**src/rtl/core/abts_pkg.sv**
```systemverilog
package abts_pkg;

  localparam int NODE_COUNT_DEF = 128;

  localparam logic [2:0] CMD_INS_ROOT  = 3'd0;
  localparam logic [2:0] CMD_INS_LEFT  = 3'd1;
  localparam logic [2:0] CMD_INS_RIGHT = 3'd2;
  localparam logic [2:0] CMD_REMOVE    = 3'd3;
  localparam logic [2:0] CMD_LEAF_Q    = 3'd4;
  localparam logic [2:0] CMD_RD_ROOT   = 3'd5;

  localparam logic [2:0] ST_OK       = 3'd0;
  localparam logic [2:0] ST_BAD      = 3'd1;
  localparam logic [2:0] ST_PRESENT  = 3'd2;
  localparam logic [2:0] ST_MISSING  = 3'd3;
  localparam logic [2:0] ST_NOT_LEAF = 3'd4;
  localparam logic [2:0] ST_EMPTY    = 3'd5;

  typedef struct packed {
    logic [2:0]         cmd;
    logic [6:0]         node_index;
    logic signed [31:0] node_value;
  } in_t;

  typedef struct packed {
    logic [2:0]         status;
    logic               leaf_flag;
    logic signed [31:0] root_value;
  } out_t;

endpackage

```
**src/rtl/core/abts_ram.sv**
```systemverilog
module abts_ram #(
  parameter int WIDTH = 32,
  parameter int DEPTH = 128
) (
  input  logic                                       clk,
  input  logic                                       we,
  input  logic [((DEPTH > 1) ? $clog2(DEPTH) : 1)-1:0] waddr,
  input  logic [WIDTH-1:0]                           wdata,
  input  logic [((DEPTH > 1) ? $clog2(DEPTH) : 1)-1:0] raddr,
  output logic [WIDTH-1:0]                           rdata
);

  logic [WIDTH-1:0] mem [DEPTH];
  logic [WIDTH-1:0] rdata_r;

  always_ff @(posedge clk) begin
    if (we) begin
      mem[waddr] <= wdata;
    end
    rdata_r <= mem[raddr];
  end

  assign rdata = rdata_r;

endmodule

```
**src/rtl/core/abts_ctrl.sv**
```systemverilog
module abts_ctrl
  import abts_pkg::*;
#(
  parameter int NODE_COUNT = NODE_COUNT_DEF
) (
  input  logic                                                   clk,
  input  logic                                                   rst_n,
  input  logic                                                   start,
  output logic                                                   busy,
  input  in_t                                                    in_item,
  output logic                                                   out_valid,
  output out_t                                                   out_item,
  output logic                                                   occ_we,
  output logic [(((NODE_COUNT/2) > 1) ? $clog2(NODE_COUNT/2) : 1)-1:0] occ_waddr,
  output logic [1:0]                                             occ_wdata,
  output logic [(((NODE_COUNT/2) > 1) ? $clog2(NODE_COUNT/2) : 1)-1:0] occ_raddr,
  input  logic [1:0]                                             occ_rdata,
  output logic                                                   val_we,
  output logic [$clog2(NODE_COUNT)-1:0]                          val_waddr,
  output logic [31:0]                                            val_wdata,
  input  logic [31:0]                                            val_rdata
);

  localparam int ROWS = NODE_COUNT / 2;
  localparam int RAW  = (ROWS > 1) ? $clog2(ROWS) : 1;
  localparam int VAW  = $clog2(NODE_COUNT);
  localparam int XW   = ($clog2(NODE_COUNT + 1) > 9) ? $clog2(NODE_COUNT + 1) : 9;
  localparam logic [XW-1:0]  NC_X     = XW'(NODE_COUNT);
  localparam logic [RAW-1:0] LAST_ROW = RAW'(ROWS - 1);

  typedef enum logic [1:0] {S_CLEAR, S_IDLE, S_RD1, S_RD2} state_t;

  state_t           state_r, state_nxt;
  logic [RAW-1:0]   clr_cnt_r, clr_cnt_nxt;
  logic [2:0]       cmd_r;
  logic [6:0]       idx_r;
  logic [31:0]      val_r;
  logic             own_occ_r;
  logic [1:0]       own_row_r;
  logic             root_occ_r, root_occ_nxt;
  logic             out_valid_r;
  out_t             out_item_r, out_item_nxt;

  logic [XW-1:0]    in_idx_x, idx_x, lchild, rchild, child;
  logic [RAW-1:0]   own_raddr_in, own_raddr_r;
  logic             own_occ_now;
  logic             l_occ, r_occ, leaf, is_left, c_in, c_occ;

  assign in_idx_x     = XW'(in_item.node_index);
  assign idx_x        = XW'(idx_r);
  assign own_raddr_in = RAW'((in_idx_x - XW'(1)) >> 1);
  assign own_raddr_r  = RAW'((idx_x - XW'(1)) >> 1);
  assign lchild       = XW'({idx_r, 1'b1});
  assign rchild       = XW'({idx_r, 1'b0}) + XW'(2);
  assign l_occ        = (lchild < NC_X) && occ_rdata[0];
  assign r_occ        = (rchild < NC_X) && occ_rdata[1];
  assign leaf         = !l_occ && !r_occ;
  assign is_left      = (cmd_r == CMD_INS_LEFT);
  assign child        = is_left ? lchild : rchild;
  assign c_in         = (child < NC_X);
  assign c_occ        = is_left ? occ_rdata[0] : occ_rdata[1];

  always_comb begin
    if (idx_r == 7'd0) begin
      own_occ_now = root_occ_r;
    end else if (idx_x < NC_X) begin
      own_occ_now = idx_r[0] ? occ_rdata[0] : occ_rdata[1];
    end else begin
      own_occ_now = 1'b0;
    end
  end

  assign occ_raddr = (state_r == S_IDLE) ? own_raddr_in : RAW'(idx_x);
  assign val_wdata = val_r;

  always_comb begin
    state_nxt    = state_r;
    clr_cnt_nxt  = clr_cnt_r;
    root_occ_nxt = root_occ_r;
    out_item_nxt = out_item_r;
    occ_we       = 1'b0;
    occ_waddr    = clr_cnt_r;
    occ_wdata    = 2'b00;
    val_we       = 1'b0;
    val_waddr    = '0;
    unique case (state_r)
      S_CLEAR: begin
        occ_we = 1'b1;
        if (clr_cnt_r == LAST_ROW) begin
          state_nxt = S_IDLE;
        end else begin
          clr_cnt_nxt = clr_cnt_r + RAW'(1);
        end
      end
      S_IDLE: begin
        if (start) begin
          state_nxt = S_RD1;
        end
      end
      S_RD1: begin
        state_nxt = S_RD2;
      end
      S_RD2: begin
        state_nxt               = S_IDLE;
        out_item_nxt.status     = ST_OK;
        out_item_nxt.leaf_flag  = 1'b0;
        out_item_nxt.root_value = '0;
        unique case (cmd_r) inside
          CMD_INS_ROOT: begin
            if (root_occ_r) begin
              out_item_nxt.status = ST_PRESENT;
            end else begin
              root_occ_nxt = 1'b1;
              val_we       = 1'b1;
            end
          end
          CMD_INS_LEFT, CMD_INS_RIGHT: begin
            if (!own_occ_r || !c_in) begin
              out_item_nxt.status = ST_BAD;
            end else if (c_occ) begin
              out_item_nxt.status = ST_PRESENT;
            end else begin
              occ_we    = 1'b1;
              occ_waddr = RAW'(idx_x);
              occ_wdata = occ_rdata | (is_left ? 2'b01 : 2'b10);
              val_we    = 1'b1;
              val_waddr = VAW'(child);
            end
          end
          CMD_REMOVE: begin
            if (!own_occ_r) begin
              out_item_nxt.status = ST_MISSING;
            end else if (!leaf) begin
              out_item_nxt.status = ST_NOT_LEAF;
            end else if (idx_r == 7'd0) begin
              root_occ_nxt = 1'b0;
            end else begin
              occ_we    = 1'b1;
              occ_waddr = own_raddr_r;
              occ_wdata = own_row_r & (idx_r[0] ? 2'b10 : 2'b01);
            end
          end
          CMD_LEAF_Q: begin
            if (!own_occ_r) begin
              out_item_nxt.status = ST_MISSING;
            end else begin
              out_item_nxt.leaf_flag = leaf;
            end
          end
          CMD_RD_ROOT: begin
            if (!root_occ_r) begin
              out_item_nxt.status = ST_EMPTY;
            end else begin
              out_item_nxt.root_value = val_rdata;
            end
          end
          default: begin
            out_item_nxt.status = ST_BAD;
          end
        endcase
      end
      default: begin
        state_nxt = S_IDLE;
      end
    endcase
  end

  always_ff @(posedge clk) begin
    if (!rst_n) begin
      state_r     <= S_CLEAR;
      clr_cnt_r   <= '0;
      root_occ_r  <= 1'b0;
      out_valid_r <= 1'b0;
    end else begin
      state_r     <= state_nxt;
      clr_cnt_r   <= clr_cnt_nxt;
      root_occ_r  <= root_occ_nxt;
      out_valid_r <= (state_r == S_RD2);
    end
    out_item_r <= out_item_nxt;
    if (state_r == S_IDLE && start) begin
      cmd_r <= in_item.cmd;
      idx_r <= in_item.node_index;
      val_r <= in_item.node_value;
    end
    if (state_r == S_RD1) begin
      own_occ_r <= own_occ_now;
      own_row_r <= occ_rdata;
    end
  end

  assign busy      = (state_r != S_IDLE);
  assign out_valid = out_valid_r;
  assign out_item  = out_item_r;

endmodule

```
**src/rtl/core/array_binary_tree_store_top.sv**
```systemverilog
// An accepted transaction passes S_RD1, then S_RD2; out_valid is registered
//   from S_RD2. A new one is taken only in S_IDLE. The occupancy RAM has one
//   read port and is read twice per transaction (own row, then child row).
// Reset: synchronous, active low; afterwards busy stays high while the
//   occupancy RAM is cleared one row per cycle.
// Each result is held for exactly one cycle; the receiver cannot stall.
module array_binary_tree_store_top
  import abts_pkg::*;
#(
  parameter int NODE_COUNT = NODE_COUNT_DEF
) (
  input  logic clk,
  input  logic rst_n,
  input  logic start,
  output logic busy,
  input  in_t  in_item,
  output logic out_valid,
  output out_t out_item
);

  localparam int ROWS = NODE_COUNT / 2;
  localparam int RAW  = (ROWS > 1) ? $clog2(ROWS) : 1;
  localparam int VAW  = $clog2(NODE_COUNT);

  logic           occ_we;
  logic [RAW-1:0] occ_waddr, occ_raddr;
  logic [1:0]     occ_wdata, occ_rdata;
  logic           val_we;
  logic [VAW-1:0] val_waddr, val_raddr;
  logic [31:0]    val_wdata, val_rdata;

  assign val_raddr = '0;

  abts_ram #(
    .WIDTH (2),
    .DEPTH (ROWS)
  ) u_occ_ram (
    .clk   (clk),
    .we    (occ_we),
    .waddr (occ_waddr),
    .wdata (occ_wdata),
    .raddr (occ_raddr),
    .rdata (occ_rdata)
  );

  abts_ram #(
    .WIDTH (32),
    .DEPTH (NODE_COUNT)
  ) u_val_ram (
    .clk   (clk),
    .we    (val_we),
    .waddr (val_waddr),
    .wdata (val_wdata),
    .raddr (val_raddr),
    .rdata (val_rdata)
  );

  abts_ctrl #(
    .NODE_COUNT (NODE_COUNT)
  ) u_ctrl (
    .clk       (clk),
    .rst_n     (rst_n),
    .start     (start),
    .busy      (busy),
    .in_item   (in_item),
    .out_valid (out_valid),
    .out_item  (out_item),
    .occ_we    (occ_we),
    .occ_waddr (occ_waddr),
    .occ_wdata (occ_wdata),
    .occ_raddr (occ_raddr),
    .occ_rdata (occ_rdata),
    .val_we    (val_we),
    .val_waddr (val_waddr),
    .val_wdata (val_wdata),
    .val_rdata (val_rdata)
  );

  a_accept_busy: assert property (@(posedge clk) disable iff (!rst_n)
    (start && !busy) |=> busy)
    else $error("accepted transaction did not raise busy");

  a_strobe_idle: assert property (@(posedge clk) disable iff (!rst_n)
    out_valid |-> !busy)
    else $error("result strobe while busy");

  a_strobe_single: assert property (@(posedge clk) disable iff (!rst_n)
    out_valid |=> !out_valid)
    else $error("result strobe longer than one cycle");

  a_write_busy: assert property (@(posedge clk) disable iff (!rst_n)
    (occ_we || val_we) |-> busy)
    else $error("memory write outside a transaction or clear pass");

endmodule
```
**config.mk**
```make
export PLATFORM = sky130hd
export DESIGN_NAME = array_binary_tree_store_top
export DESIGN_NICKNAME = d
export VERILOG_FILES = /design/src/rtl/core/abts_pkg.sv /design/src/rtl/core/abts_ram.sv /design/src/rtl/core/abts_ctrl.sv /design/src/rtl/core/array_binary_tree_store_top.sv
export SDC_FILE = /design/constraint.sdc
export NUM_CORES = 1
export LEC_CHECK = 0
export BUFFER_PORTS_ARGS = -buffer_cell sky130_fd_sc_hd__buf_2
export CORE_MARGIN = 10
export CORE_UTILIZATION = 40
export CTS_BUF_LIST = sky130_fd_sc_hd__clkbuf_8
export DETAILED_ROUTE_END_ITERATION = 6
export PLACE_DENSITY_LB_ADDON = 0.2
export SKIP_CTS_REPAIR_TIMING = 1
export SLEW_MARGIN = 20
export SYNTH_ARGS = -nofsm -noshare
export SYNTH_HDL_FRONTEND = slang
export SYNTH_MEMORY_MAX_BITS = 65536
export SYNTH_SLANG_ARGS = --single-unit
```
**constraint.sdc**
```tcl
create_clock -name clk -period 5.9 [get_ports clk]
set_input_delay 1.475 -clock clk [delete_from_list [all_inputs] [get_ports clk]]
set_output_delay 1.475 -clock clk [all_outputs]
set_load 0.05 [all_outputs]
```
== After elaboration in Yosys (flattened, before gate mapping) ==
Memory sizes are Yosys's and may differ from the RTL's. A register that Yosys moved wholly into a read port is not among the register bits.
Index checks and enable logic that the tools add are counted.

* Bits in registers: 91
* Bits in latches: 0
* Memory bits (writable): 4224
* ROM bits: 0
* Input bits: 45
* Output and inout bits: 38
* Logic and storage cells: 114
* Memories kept: 2

* Add/sub/neg operators: 4
* Multipliers: 0
* Divide/modulo/power cells: 0
* Magnitude comparators: 4
* Equality and inequality tests: 15
* Shift-type cells: 0
* Mux-type cells: 55
* Bitwise gates (word level): 3
* Reductions and logical operators: 19

{| class="wikitable"
|+ Memories
! name !! words !! width !! rd ports !! clocked after memory_dff !! wr ports !! RTL line !! text
|-
| u_val_ram.mem || 128 || 32 || 1 || 1 || 1 || abts_ram.sv:13 || <nowiki>logic [WIDTH-1:0] mem [DEPTH];</nowiki>
|-
| u_occ_ram.mem || 64 || 2 || 1 || 1 || 1 || abts_ram.sv:13 ||
|}

{| class="wikitable"
|+ Operator list
! kind !! count
|-
| 2-to-1 mux 6 bit || 7
|-
| 2-to-1 mux 7 bit || 4
|-
| 2-to-1 mux 2 bit || 13
|-
| less-than comparator 9 x 8 -> 1 bit (second input constant) || 2
|-
| 2-to-1 mux 1 bit || 18
|-
| one-hot mux 3 bit (5 select lines) || 1
|-
| subtractor 7 x 1 -> 7 bit (second input constant) || 2
|-
| 2-to-1 mux 3 bit || 4
|-
| one-hot mux 6 bit (2 select lines) || 1
|-
| != test 2 x 1 -> 1 bit (second input constant) || 5
|-
| adder 8 x 2 -> 9 bit (second input constant) || 1
|-
| 2-to-1 mux 9 bit || 1
|-
| less-than comparator 7 x 8 -> 1 bit (second input constant) || 1
|-
| less-than comparator 8 bit (second input constant) || 1
|-
| one-hot mux 1 bit (2 select lines) || 4
|-
| one-hot mux 2 bit (4 select lines) || 1
|-
| AND reduction 2 bit || 4
|-
| zero test 7 bit || 1
|-
| adder 6 x 1 -> 6 bit (second input constant) || 1
|-
| equality test 3 x 2 -> 1 bit (second input constant) || 2
|-
| equality test 3 bit (second input constant) || 2
|-
| equality test 6 bit (second input constant) || 1
|-
| AND reduction 5 bit || 1
|-
| equality test 2 bit (second input constant) || 2
|-
| other kinds (14) || 20
|}

== Depth between registers and ports, before layout ==
Gate-level depths: netlist of run 1.

* Depth after elaboration: 11
* Mapped depth: 14
* Mapped depth without buffers: 10

== By module ==
A second synthesis of run 1 with hierarchy kept.

* Cells, all modules: 6634
* Area total of the unflattened synthesis: 165749.0 um^2

{| class="wikitable"
|+ By module, submodules not included
! module !! instances !! cells an instance !! area each (um^2) !! sequential area each (um^2)
|-
| abts_ram (u_val_ram) || 1 || 5990 || 156276.1 || 123638.6
|-
| abts_ram (u_occ_ram) || 1 || 324 || 5397.7 || 3883.7
|-
| abts_ctrl || 1 || 319 || 4071.4 || 2632.5
|-
| array_binary_tree_store_top || 1 || 1 || 3.8 || 0.0
|}

== Worst setup path after synthesis of run 1 ==
Ideal clock, no wire load.

* Path type: flip-flop to flip-flop
* Start point: register u_ctrl.state_r[1]
* End point: memory u_occ_ram.mem[0][0], data pin
* Library setup time: 548 ps
* Arrival: 3717 ps
* Required time: 5352 ps
* Slack: 1635 ps
* Cell stages (with the launch flop): 5
* Path buffers: 0
* Clock period less this slack: 4265 ps
* Cell sequence: dfxtp_1 -> ha_1 -> nand2b_1 -> or2_2 -> a21oi_1

* Longest elaborated chain between the ends: 2

{| class="wikitable"
|+ RTL lines
! element !! RTL line !! text
|-
| start, declared || abts_ctrl.sv:33 || <nowiki>state_t state_r, state_nxt;</nowiki>
|-
| start signal, assigned || abts_ctrl.sv:175 || <nowiki>state_r <= state_nxt;</nowiki>
|-
| equality test 2 bit || abts_ctrl.sv:86 || <nowiki>unique case (state_r)</nowiki>
|-
| 2-to-1 mux 2 bit || abts_ctrl.sv:86 ||
|-
| named net occ_wdata[0] || array_binary_tree_store_top.sv:27 || <nowiki>logic [1:0] occ_wdata, occ_rdata;</nowiki>
|-
| end, declared || abts_ram.sv:13 ||
|}

The timed path passes the listed nets, and every way through them passes these cells.

== Worst setup path in the final report of run 1 ==
* Start point: register u_ctrl.idx_r[0]
* End point: memory u_occ_ram.mem[32][0] (netlist: u_occ_ram.mem[2][0]) (enable)

* Longest elaborated chain between the ends: 11
* Elaborated cells between the ends (all ways): 29
* Those cells by class: add/sub: 2; order compare: 3; mux: 16; reduce/logical: 8

{| class="wikitable"
|+ RTL lines
! element !! RTL line !! text
|-
| start, declared || abts_ctrl.sv:36 || <nowiki>logic [6:0] idx_r;</nowiki>
|-
| start signal, assigned || abts_ctrl.sv:183 || <nowiki>idx_r <= in_item.node_index;</nowiki>
|-
| adder 8 x 2 -> 9 bit || abts_ctrl.sv:54 || <nowiki>assign rchild = XW'({idx_r, 1'b0}) + XW'(2);</nowiki>
|-
| less-than comparator 9 x 8 -> 1 bit || abts_ctrl.sv:56 || <nowiki>assign r_occ = (rchild < NC_X) && occ_rdata[1];</nowiki>
|-
| logical AND 1 bit || abts_ctrl.sv:56 ||
|-
| zero test 1 bit || abts_ctrl.sv:57 || <nowiki>assign leaf = !l_occ && !r_occ;</nowiki>
|-
| logical AND 1 bit || abts_ctrl.sv:57 ||
|-
| 2-to-1 mux 1 bit || abts_ctrl.sv:133 || <nowiki>end else if (!leaf) begin</nowiki>
|-
| 2-to-1 mux 1 bit || abts_ctrl.sv:131 || <nowiki>if (!own_occ_r) begin</nowiki>
|-
| one-hot mux 1 bit (2 select lines) || abts_ctrl.sv:108 || <nowiki>unique case (cmd_r) inside</nowiki>
|-
| one-hot mux 1 bit (2 select lines) || abts_ctrl.sv:86 ||
|-
| 2-to-1 mux 1 bit || abts_ram.sv:17 || <nowiki>if (we) begin</nowiki>
|-
| 2-to-1 mux 1 bit (not written as such) || abts_ram.sv:18 || <nowiki>mem[waddr] <= wdata;</nowiki>
|}

Several ways; a longest one is shown, not always the timed one.

==> flow_summary.ini, run 1 <==
[worst_setup_path]
crit_fanout = 12
r2r_start = u_ctrl.idx_r[0]
reg2reg_slack_ns = 1.77
end_kind = flip-flop
required_ns = 6.16
startpoint_type = flip-flop
crit_start = u_ctrl.idx_r[0]
crit_end = u_occ_ram.mem[2][0]
reg2reg_to = u_occ_ram.mem[2][0]
rr_worst_depth = 8
critPathArrivalTime_ns = 4.39
crit_type = flip-flop to flip-flop

[clock_tree]
clock_latency_ns = 0.58
cts_tree = built
htreeDepth = 2
max-clock-path-buffers = 3
cts.sinks = 285
cts_root_buffer = clkbuf_8
numCtsBuffers = 46
path_clk_slew_ns = 0.06

[placement]
dpl.hpwl_um = 18800
dpl.cell_count = 1288
portBuffers = 82
gp_congestion = 0.833

[power_and_ir_drop]
clkPwrFrac_pct = 32.4
swShare_pct = 30.7
power_density_mw_per_mm2 = 369
power.leakage_uw = 0.00464
power.internal_uw = 3430
switchingPower_uw = 1520
seq_power_share_pct = 47.4
combPwrFrac_pct = 20.2
ir_worst_vdd_mv = 0.143
power.total_uw = 4950

[global_routing]
grt_pass1_wl_um = 42200
grt_pass1_vias = 7171
grtUsageTotal_pct = 14.9
grt_max_degree = 43
grt-ovfl-total = 0
antenna_found_initial = 0

[sta]
post-route-min-period_ns = 4.13
relSlewSlack_pct = 38.0
timing.fmax_ghz = 0.242
fin_hold_ws_ns = 0.336
fin_crit_sh_pct = 70.0
slew_viol_final = 0
hold_violations = 0
clock_skew_ns = 0.0236
finalSetupViolCount = 0
setup_tns_ns = 0
tightest_slew_ns = 0.929
grt_setup_unrepaired = false

[route]
viasPerCell = 5.27
detail-route-antenna-nets = 0
wirelength_met1_um = 12200
route.met3.wl_um = 1970
maxUsedRoutingLayer = met4
dr.pass1.iters = 5
drc_errors = 0
routedWlPerCell_um = 20.2
drtIter0Drc = 698
met2WireLength_um = 12800
wirelength_um = 27600
num_vias = 7225

[cells_and_area]
antenna_cells = 0
final_core_util_pct = 46.7
syn2layout_area_growth_pct = 15.4
fillers = 2600
nets = 1007
multi_input_area_mm2 = 0.00334
regArea_mm2 = 0.00812
drive_gt1_share_pct = 20.0
fin_cells = 1371

[floorplanning]
dieHeight_um = 190
ios = 83
dieArea_mm2 = 0.0363
initial_utilization_pct = 40.5
core.rowCount = 62
core_area_mm2 = 0.0287
die-width_um = 190

[logic_synthesis]
postSynthCellCount = 845
synth_nets = 898
synth_warnings = 0
synth_flop_cell = edfxtp_1
synth_edf_count = 241
ys_seq_area_share_pct = 69.9
ys_types = 74
ys_ff_latch = 285
syn_area_per_cell_um2 = 13.7
async_reset_ff_share_pct = 0
syn_area_mm2 = 0.0116

[hold_path]
hp-class = flip-flop to flip-flop

[run]
maxCapViolCount = 0

[run_status]
status = finished, final reports clean
## worst max-delay path: stages (launching register included)
cell and delay [ns]:
edfxtp_1 0.77, ha_1 0.27, nand2_1 0.12, o31a_1 0.35
nor4b_2 0.54, o21ai_2 0.16, a221oi_2 0.76, or4b_4 0.62
nor2_1 0.22
## cell usage after synthesis (3+ instances only)
master	number	area, um^2
edfxtp_1	241	7240
nand2_1	94	353
nor2_1	90	338
dfxtp_1	44	881
and2_1	41	257
nand3_1	32	160
mux2i_1	23	230
a21oi_1	21	105
clkbuf_1	21	78.8
o21ai_0	20	100
a31oi_1	15	93.8
inv_1	14	52.6
a211oi_1	11	82.6
mux4_2	11	248
xnor2_1	11	96.3
buf_2	10	50.1
nor3_1	9	45.0
and3_1	8	50.1
ha_1	8	100
nand3b_1	6	45.0
nand4_1	6	37.5
or3_1	5	31.3
a21o_1	4	30.0
a311oi_1	4	35.0
nor4b_1	4	35.0
o211ai_1	4	30.0
o21ai_1	4	20.0
o22ai_1	4	25.0
or4b_4	4	55.1
a2111oi_0	3	26.3
a211o_1	3	26.3
a221oi_2	3	45.0
a32oi_1	3	26.3
nand3_2	3	30.0
nor2b_1	3	18.8
nor3b_1	3	22.5
nor4b_2	3	45.0
xor2_1	3	26.3
## flip-flops by register name (all words and copies together) (netlist names), 2 cells and up
signal	flops
u_ctrl.own_row_r	2
u_val_ram.mem	32
u_occ_ram.mem	128
u_ctrl.state_r	2
u_ctrl.idx_r	7
u_ctrl.cmd_r	3
u_ctrl.clr_cnt_r	6
u_val_ram.rdata	32
u_ctrl.out_item	36
u_occ_ram.rdata	2
u_ctrl.val_wdata	32
## metal layers
layer  track usage (%)  vias up
met2              23.6      269
li1                  -     3403
met5                 0        -
met3              3.33       45
met4              5.06        0
met1              20.0     3508
## worst min path at each step
stage / start / endpoint / slack [ns] / depth (start not counted)
floorplan: u_val_ram.mem[0][0] / u_val_ram.rdata[0] / 0.32 / 0
global placement: u_val_ram.mem[0][23] / u_val_ram.rdata[23] / 0.32 / 0
detailed placement: u_val_ram.mem[0][22] / u_val_ram.rdata[22] / 0.33 / 0
CTS: u_val_ram.mem[0][12] / u_val_ram.rdata[12] / 0.33 / 0
global route: u_val_ram.mem[0][12] / u_val_ram.rdata[12] / 0.34 / 0
finish: u_val_ram.mem[0][13] / u_val_ram.rdata[13] / 0.34 / 0
## placed cells by master (no fill, tap or decap), types with 4 or more instances in the layout
cell type	netlist	layout
o211ai_1	4	4
edfxtp_1	241	241
a31oi_1	15	15
inv_1	14	35
a211oi_1	11	11
nor2_1	90	90
mux4_2	11	11
buf_4	0	12
and2_1	41	40
o22ai_1	4	4
clkinv_1	0	5
o21ai_0	20	20
xnor2_1	11	11
and3_1	8	8
a311oi_1	4	4
nand4_1	6	6
clkbuf_8	0	47
dfxtp_1	44	44
nand2_1	94	94
buf_2	10	82
ha_1	8	7
nand3b_1	6	6
or3_1	5	5
a21oi_1	21	19
nor4b_1	4	4
nor3_1	9	9
or4b_4	4	4
mux2i_1	23	23
nand3_1	32	32
a21o_1	4	4
## cell type report
class | count | share of cell area [%]
Clock buffer | 47 | 4.83
Clock inverter | 34 | 1.61
Inverter | 14 | 0.392
Multi-Input combinational cell | 511 | 24.9
Sequential cell | 285 | 60.6
Tap cell | 384 | 3.58
Timing Repair Buffer | 96 | 4.09
## cell families after synthesis
family                   count (synthesis)  share of synthesized area (%)
AND/OR/NAND/NOR                        329                           14.3
flip-flops                             285                           69.9
AO/OA/AOI/OAI                          126                           7.96
buffers and inverters                   49                           1.82
multiplexers                            34                           4.11
XOR/XNOR                                14                           1.06
adder cells (fa/ha/maj)                  8                          0.862
## stage by stage
step | setup slack, ns | cell area, um^2
6_report | 1.77 | 13400
5_1_grt | 1.45 | 13400
4_1_cts | 1.77 | 13300
3_5_place_dp | 1.43 | 12500
3_3_place_gp | 1.49 | 12500
2_1_floorplan | 1.64 | 11600
## power by group through the flow
stage | sequential, uW | clock [uW] | combinational (uW)
after floorplan | 2340 | 0 | 693
after global placement | 2390 | 0 | 991
after detailed placement | 2390 | 0 | 989
after CTS | 2350 | 1650 | 992
after global routing | 2350 | 1740 | 1090
final | 2340 | 1600 | 1000
Power figures use the tool's default switching activity.
==> run 2: changes to the inputs <==
Settings changed: ABC_AREA set to 1.
Clock period 5.9 ns to 3.35 ns, I/O delays scaled along.
==> run 2 against run 1 <==
Area after synthesis is 2.5% higher; global-route usage is 0.55 points lower; critical path depth up 5; wire length down 3.8%; sequential cell count stayed put; fmax up 35%; non-clock buffer count rose by 1; hold slack hardly changed; clock power grew 89%; setup slack worse by 1.5 ns; sequential power increased by 79%; highest routed layer unchanged.
==> flow_summary.ini, run 2 <==
[worst_setup_path]
required_ns = 3.58
crit_fanout = 8
path_delay_family = simple AND/OR/NAND/NOR gates
worstPathCellList = inv_1, ha_1, nand2_1, nor2_1, nor2_1, nand3_2, nand2_1, nand3_1, nand2_1, a21oi_4, inv_1, nand2_1, nor2_1
critPathArrivalTime_ns = 3.28
crit_path_max_incr_delay_ns = 0.49
startpoint_type = flip-flop
end_kind = flip-flop
cpMostUsedCell = nand2_1
slowest_stage = edfxtp_1
cp_num_buf_inv = 2
crit_type = flip-flop to flip-flop

[cells_and_area]
top_register = u_occ_ram.mem
antenna_cells = 0
largest_reg_flops = 128
drive_gt1_share_pct = 17.6
fin_area_mm2 = 0.0138
nets = 1249
fillers = 2780
fin_cells = 1625
final_core_util_pct = 46.9
final_common_cell = nand2_1
mostFrequentLayoutCells = nand2_1, edfxtp_1, inv_1, nor2_1, nand3_1
syn2layout_area_growth_pct = 16.1

[route]
routedWlPerCell_um = 16.4
detail-route-antenna-nets = 0
viasPerCell = 4.88
drc_errors = 0
dr.pass1.iters = 5
wirelength_um = 26600
num_vias = 7935
drtIter0Drc = 454

[clock_tree]
max-clock-path-buffers = 3
htreeDepth = 2
cts.sinks = 285
cts_tree = built
path_clk_slew_ns = 0.06
cts_root_buffer = clkbuf_8
clock_latency_ns = 0.56
numCtsBuffers = 48

[sta]
fin_crit_sh_pct = 91.2
clock_skew_ns = 0.0233
post-route-min-period_ns = 3.05
hold_violations = 0
finalSetupViolCount = 0
slew_viol_final = 0
relSlewSlack_pct = 52.6
setup_tns_ns = 0
tightest_slew_ns = 0.711
timing.fmax_ghz = 0.327
grt_setup_unrepaired = false

[placement]
dpl-instance-area_mm2 = 0.0129
dpl.hpwl_um = 17300
gp_congestion = 0.869
portBuffers = 82
dpl.cell_count = 1536

[logic_synthesis]
synth_most_common_cell = nand2_1
syn_area_mm2 = 0.0119
ys_types = 42
syn_area_per_cell_um2 = 10.9
synth_area_leader_cell = edfxtp_1
synth_warnings = 0
async_reset_ff_share_pct = 0
synth.area.top_cells = edfxtp_1, nand2_1, dfxtp_1
synth.top_cells.by_count = nand2_1, edfxtp_1, nor2_1, inv_1, nand3_1
synth_top_area_share_pct = 60.7
synth_edf_count = 241
synth_nets = 1141
synth_flop_cell = edfxtp_1
ys_ff_latch = 285
ys_seq_area_share_pct = 68.1
postSynthCellCount = 1088

[hold_path]
hp-class = flip-flop to flip-flop

[power_and_ir_drop]
clkPwrFrac_pct = 29.9
swShare_pct = 34.8
ir_worst_vdd_mv = 0.352
power.leakage_uw = 0.00546
combPwrFrac_pct = 28.7
power_density_mw_per_mm2 = 733
seq_power_share_pct = 41.5
switchingPower_uw = 3530
power.internal_uw = 6610

[global_routing]
grtUsageTotal_pct = 14.4
antenna_found_initial = 0
grt-ovfl-total = 0
grt_pass1_vias = 7728
grt_pass1_wl_um = 42000
grt_max_degree = 65

[floorplanning]
ios = 83
die-width_um = 193
core_area_mm2 = 0.0295
initial_utilization_pct = 40.4
dieArea_mm2 = 0.0371
core.rowCount = 63
dieHeight_um = 193

[run_status]
status = finished, final reports clean

[run]
maxCapViolCount = 0
==> run 2: cell types whose count changed after synthesis, moves of 10 or more <==
cell      previous run  this run
a211oi_1            11         0
a31oi_1             15         3
and2_1              41         0
inv_1               14       116
mux2i_1             23         0
mux4_2              11         0
nand2_1             94       257
nand2_2              0        11
nand3_1             32       102
nor2_1              90       121
o211ai_1             4        33
o21ai_0             20        35
xnor2_1             11         1
==> run 2: per-stage QoR <==
| stage | total power (uW) | setup WS (ns) | hold slack [ns] |
|---|---|---|---|
| 2_1_floorplan | 6380 | -0.862 | 0.323 |
| 3_3_place_gp | 7190 | 0.353 | 0.323 |
| 3_5_place_dp | 7210 | 0.335 | 0.327 |
| 4_1_cts | 10300 | 0.317 | 0.338 |
| 5_1_grt | 10800 | 0.0378 | 0.344 |
| 6_report | 10100 | 0.295 | 0.336 |
==> run 2: cell type report <==
class / instances / area [um^2] / area share (%)
clock buffers: 58 / 798 / 5.77
clock inverters: 31 / 169 / 1.22
inverters: 122 / 463 / 3.35
multi-input cells: 642 / 3210 / 23.2
flip-flops and latches: 285 / 8120 / 58.7
well taps: 390 / 488 / 3.53
repair buffers: 97 / 586 / 4.23
==> run 2: power by group through the flow <==
stage,Clock (uW),Sequential [uW],Combinational (uW)
final,3030,4200,2910
after global routing,3270,4220,3270
after CTS,3110,4200,2940
after detailed placement,0,4280,2930
after global placement,0,4270,2920
after floorplan,0,4360,2020
==> run 2: cell families (layout without fill, tap and decap cells) <==
family / after synthesis / after routing / share of synthesized area, %
adders and majority gates: 8 / 8 / 0.840
buffers and inverters: 161 / 308 / 5.49
DFF: 285 / 285 / 68.1
and+or+nand+nor: 529 / 529 / 19.8
AOI/OAI and AO/OA: 100 / 100 / 5.34
xor gates and xnor gates: 5 / 5 / 0.368
==> run 2: layer usage <==
metal | part of all wire, % | vias up | global-route usage [%] | wire [um]
li1 | - | 3918 | - | -
met3 | 4.8 | 51 | 2.76 | 1280
met2 | 49 | 180 | 23.8 | 12900
met1 | 44 | 3786 | 18.6 | 11800
met4 | 2.2 | 0 | 4.80 | 594
met5 | 0 | - | 0 | 0
==> run 2: path summary, 6_finish.rpt <==
kind                             from             endpoint  slack, ns  cells past startpoint
setup / recovery      u_ctrl.idx_r[0]  u_occ_ram.mem[8][0]       0.30                     13
hold / removal    u_val_ram.mem[0][0]   u_val_ram.rdata[0]       0.34                      0
setup reg to reg      u_ctrl.idx_r[0]  u_occ_ram.mem[8][0]       0.30                     13
hold reg to reg   u_val_ram.mem[0][0]   u_val_ram.rdata[0]       0.34                      0
==> run 2: worst register-to-register path: cells and delay by family (launching register included) <==
kind,cells,cell delay [ns]
compound gates,1,0.09
fa+ha+maj,1,0.27
buf+inv,2,0.32
flops,1,0.49
simple gates,9,1.57
==> run 3: changes to the inputs <==
Settings changed: BUFFER_PORTS_ARGS -buffer_cell sky130_fd_sc_hd__buf_2 to not set, DONT_BUFFER_PORTS set to 1.
==> run 3 against run 2 <==
Setup slack worse by 0.0046 ns; first-iteration DRC count down 7.3%; sequential power up 4%; critical path type unchanged; core utilization down 1.4 points; global-route usage about the same; wire length down 0.18%.
==> flow_summary.ini, run 3 (same netlist as run 2, synthesis figures left out) <==
[run_status]
status = finished, final reports clean

[route]
drc_errors = 0
wirelength_um = 26500
routedWlPerCell_um = 17.2
drtIter0Drc = 421
viasPerCell = 4.91
num_vias = 7588
dr.pass1.iters = 5
detail-route-antenna-nets = 0

[hold_path]
hold_end = u_val_ram.rdata[11]
min-delay-start = u_val_ram.mem[0][11]
hp-class = flip-flop to flip-flop
whs_path_depth = 0

[clock_tree]
cts_root_buffer = clkbuf_8
max-clock-path-buffers = 3
cts_tree = built
htreeDepth = 2
clock_latency_ns = 0.58
cts.sinks = 285
path_clk_slew_ns = 0.06
numCtsBuffers = 47

[sta]
clock_skew_ns = 0.0305
finalSetupViolCount = 0
fin_crit_sh_pct = 91.3
tightest_slew_ns = 0.760
hold_violations = 0
slew_viol_final = 0
grt_setup_unrepaired = false
post-route-min-period_ns = 3.06
timing.fmax_ghz = 0.327
relSlewSlack_pct = 49.0
fin_hold_ws_ns = 0.337

[placement]
gp_congestion = 0.861
dpl-instance-area_mm2 = 0.0124
portBuffers = 0
dpl.cell_count = 1456
dpl.hpwl_um = 17300

[worst_setup_path]
reg2reg_slack_ns = 0.29
reg2reg_to = u_occ_ram.mem[13][0]
end_kind = flip-flop
crit_type = flip-flop to flip-flop
r2r_start = u_ctrl.idx_r[0]
rr_worst_depth = 15
critPathArrivalTime_ns = 3.31
crit_fanout = 9
required_ns = 3.60
startpoint_type = flip-flop

[global_routing]
grt_pass1_wl_um = 41500
grt_max_degree = 65
grt-ovfl-total = 0
busiest_layer = met2
grtUsageTotal_pct = 14.4
globalRouteMet2Util_pct = 24.0
gr-usage-met3_pct = 3.02
grt_pass1_vias = 7336
antenna_found_initial = 0
grtUsageMet1_pct = 18.6

[cells_and_area]
fin_area_mm2 = 0.0134
final_common_cell = nand2_1
antenna_cells = 0
syn2layout_area_growth_pct = 12.6
drive_gt1_share_pct = 12.1
top_register = u_occ_ram.mem
fillers = 2783
nets = 1170
largest_reg_flops = 128
mostFrequentLayoutCells = nand2_1, edfxtp_1, inv_1, nor2_1, nand3_1
fin_cells = 1546

[floorplanning]
ios = 83
core.rowCount = 63
initial_utilization_pct = 40.4
core_area_mm2 = 0.0295
dieHeight_um = 193
dieArea_mm2 = 0.0371
die-width_um = 193

[run]
maxCapViolCount = 0

[power_and_ir_drop]
power.leakage_uw = 0.00515
ir_worst_vdd_mv = 0.415
power_density_mw_per_mm2 = 750
-- run 3: critical path, stage by stage, from the launching register on --
cell and delay [ns]:
edfxtp_1 0.54, ha_1 0.26, nand3_1 0.12, nor2_1 0.11, nand2_1 0.08, nand3_1 0.12, nand2_2 0.16, inv_2 0.15
nand2_1 0.07, nand3_1 0.06, nand2_1 0.05, nand2_1 0.05, nand2_1 0.17, nor2_1 0.18, nand2_1 0.33, nor2_1 0.29
-- run 3: worst max path at each step --
| stage | startpoint | end | slack [ns] | cells after the start |
|---|---|---|---|---|
| CTS | u_ctrl.idx_r[0] | u_occ_ram.mem[48][0] | 0.15 | 11 |
| finish | u_ctrl.idx_r[0] | u_occ_ram.mem[13][0] | 0.29 | 15 |
| global placement | u_ctrl.idx_r[0] | u_occ_ram.mem[8][1] | 0.21 | 11 |
| detailed placement | u_ctrl.idx_r[0] | u_occ_ram.mem[16][1] | 0.16 | 11 |
| global route | u_ctrl.idx_r[0] | u_occ_ram.mem[15][1] | 0.0005 | 15 |
| floorplan | u_ctrl.state_r[0] | u_occ_ram.mem[0][1] | -0.86 | 5 |
-- run 3: final cells by class --
cell class	count	area (um^2)	share of cell area, %
clock buffers	56	771	5.74
multi-input cells	642	3220	24.0
inverters	122	463	3.45
repair buffers	19	180	1.34
clock inverters	32	181	1.35
flip-flops and latches	285	8120	60.5
well taps	390	488	3.64
-- run 3: stage by stage --
| stage | setup slack, ns | util, % | power (uW) | setup TNS, ns |
|---|---|---|---|---|
| floorplan | -0.862 | - | 6380 | -116.02 |
| global placement | 0.210 | 42.2 | 7120 | 0 |
| detailed placement | 0.159 | 42.2 | 7140 | 0 |
| CTS | 0.149 | 45.4 | 10100 | 0 |
| global route | 0.000548 | 45.5 | 10700 | 0 |
| finish | 0.290 | 45.5 | 10100 | 0 |
-- run 3: routing by layer --
layer,vias up,wire length [um]
met1,3609,11900
met3,38,1190
met4,0,456
li1,3762,-
met2,179,13000
met5,-,0
-- run 3: power by group --
part | leakage [uW] | internal [uW] | switching, uW
clock network | 0.000545 | 1610 | 1370
registers | 0.00232 | 4090 | 268
logic | 0.00229 | 826 | 1900
total | 0.00515 | 6520 | 3540
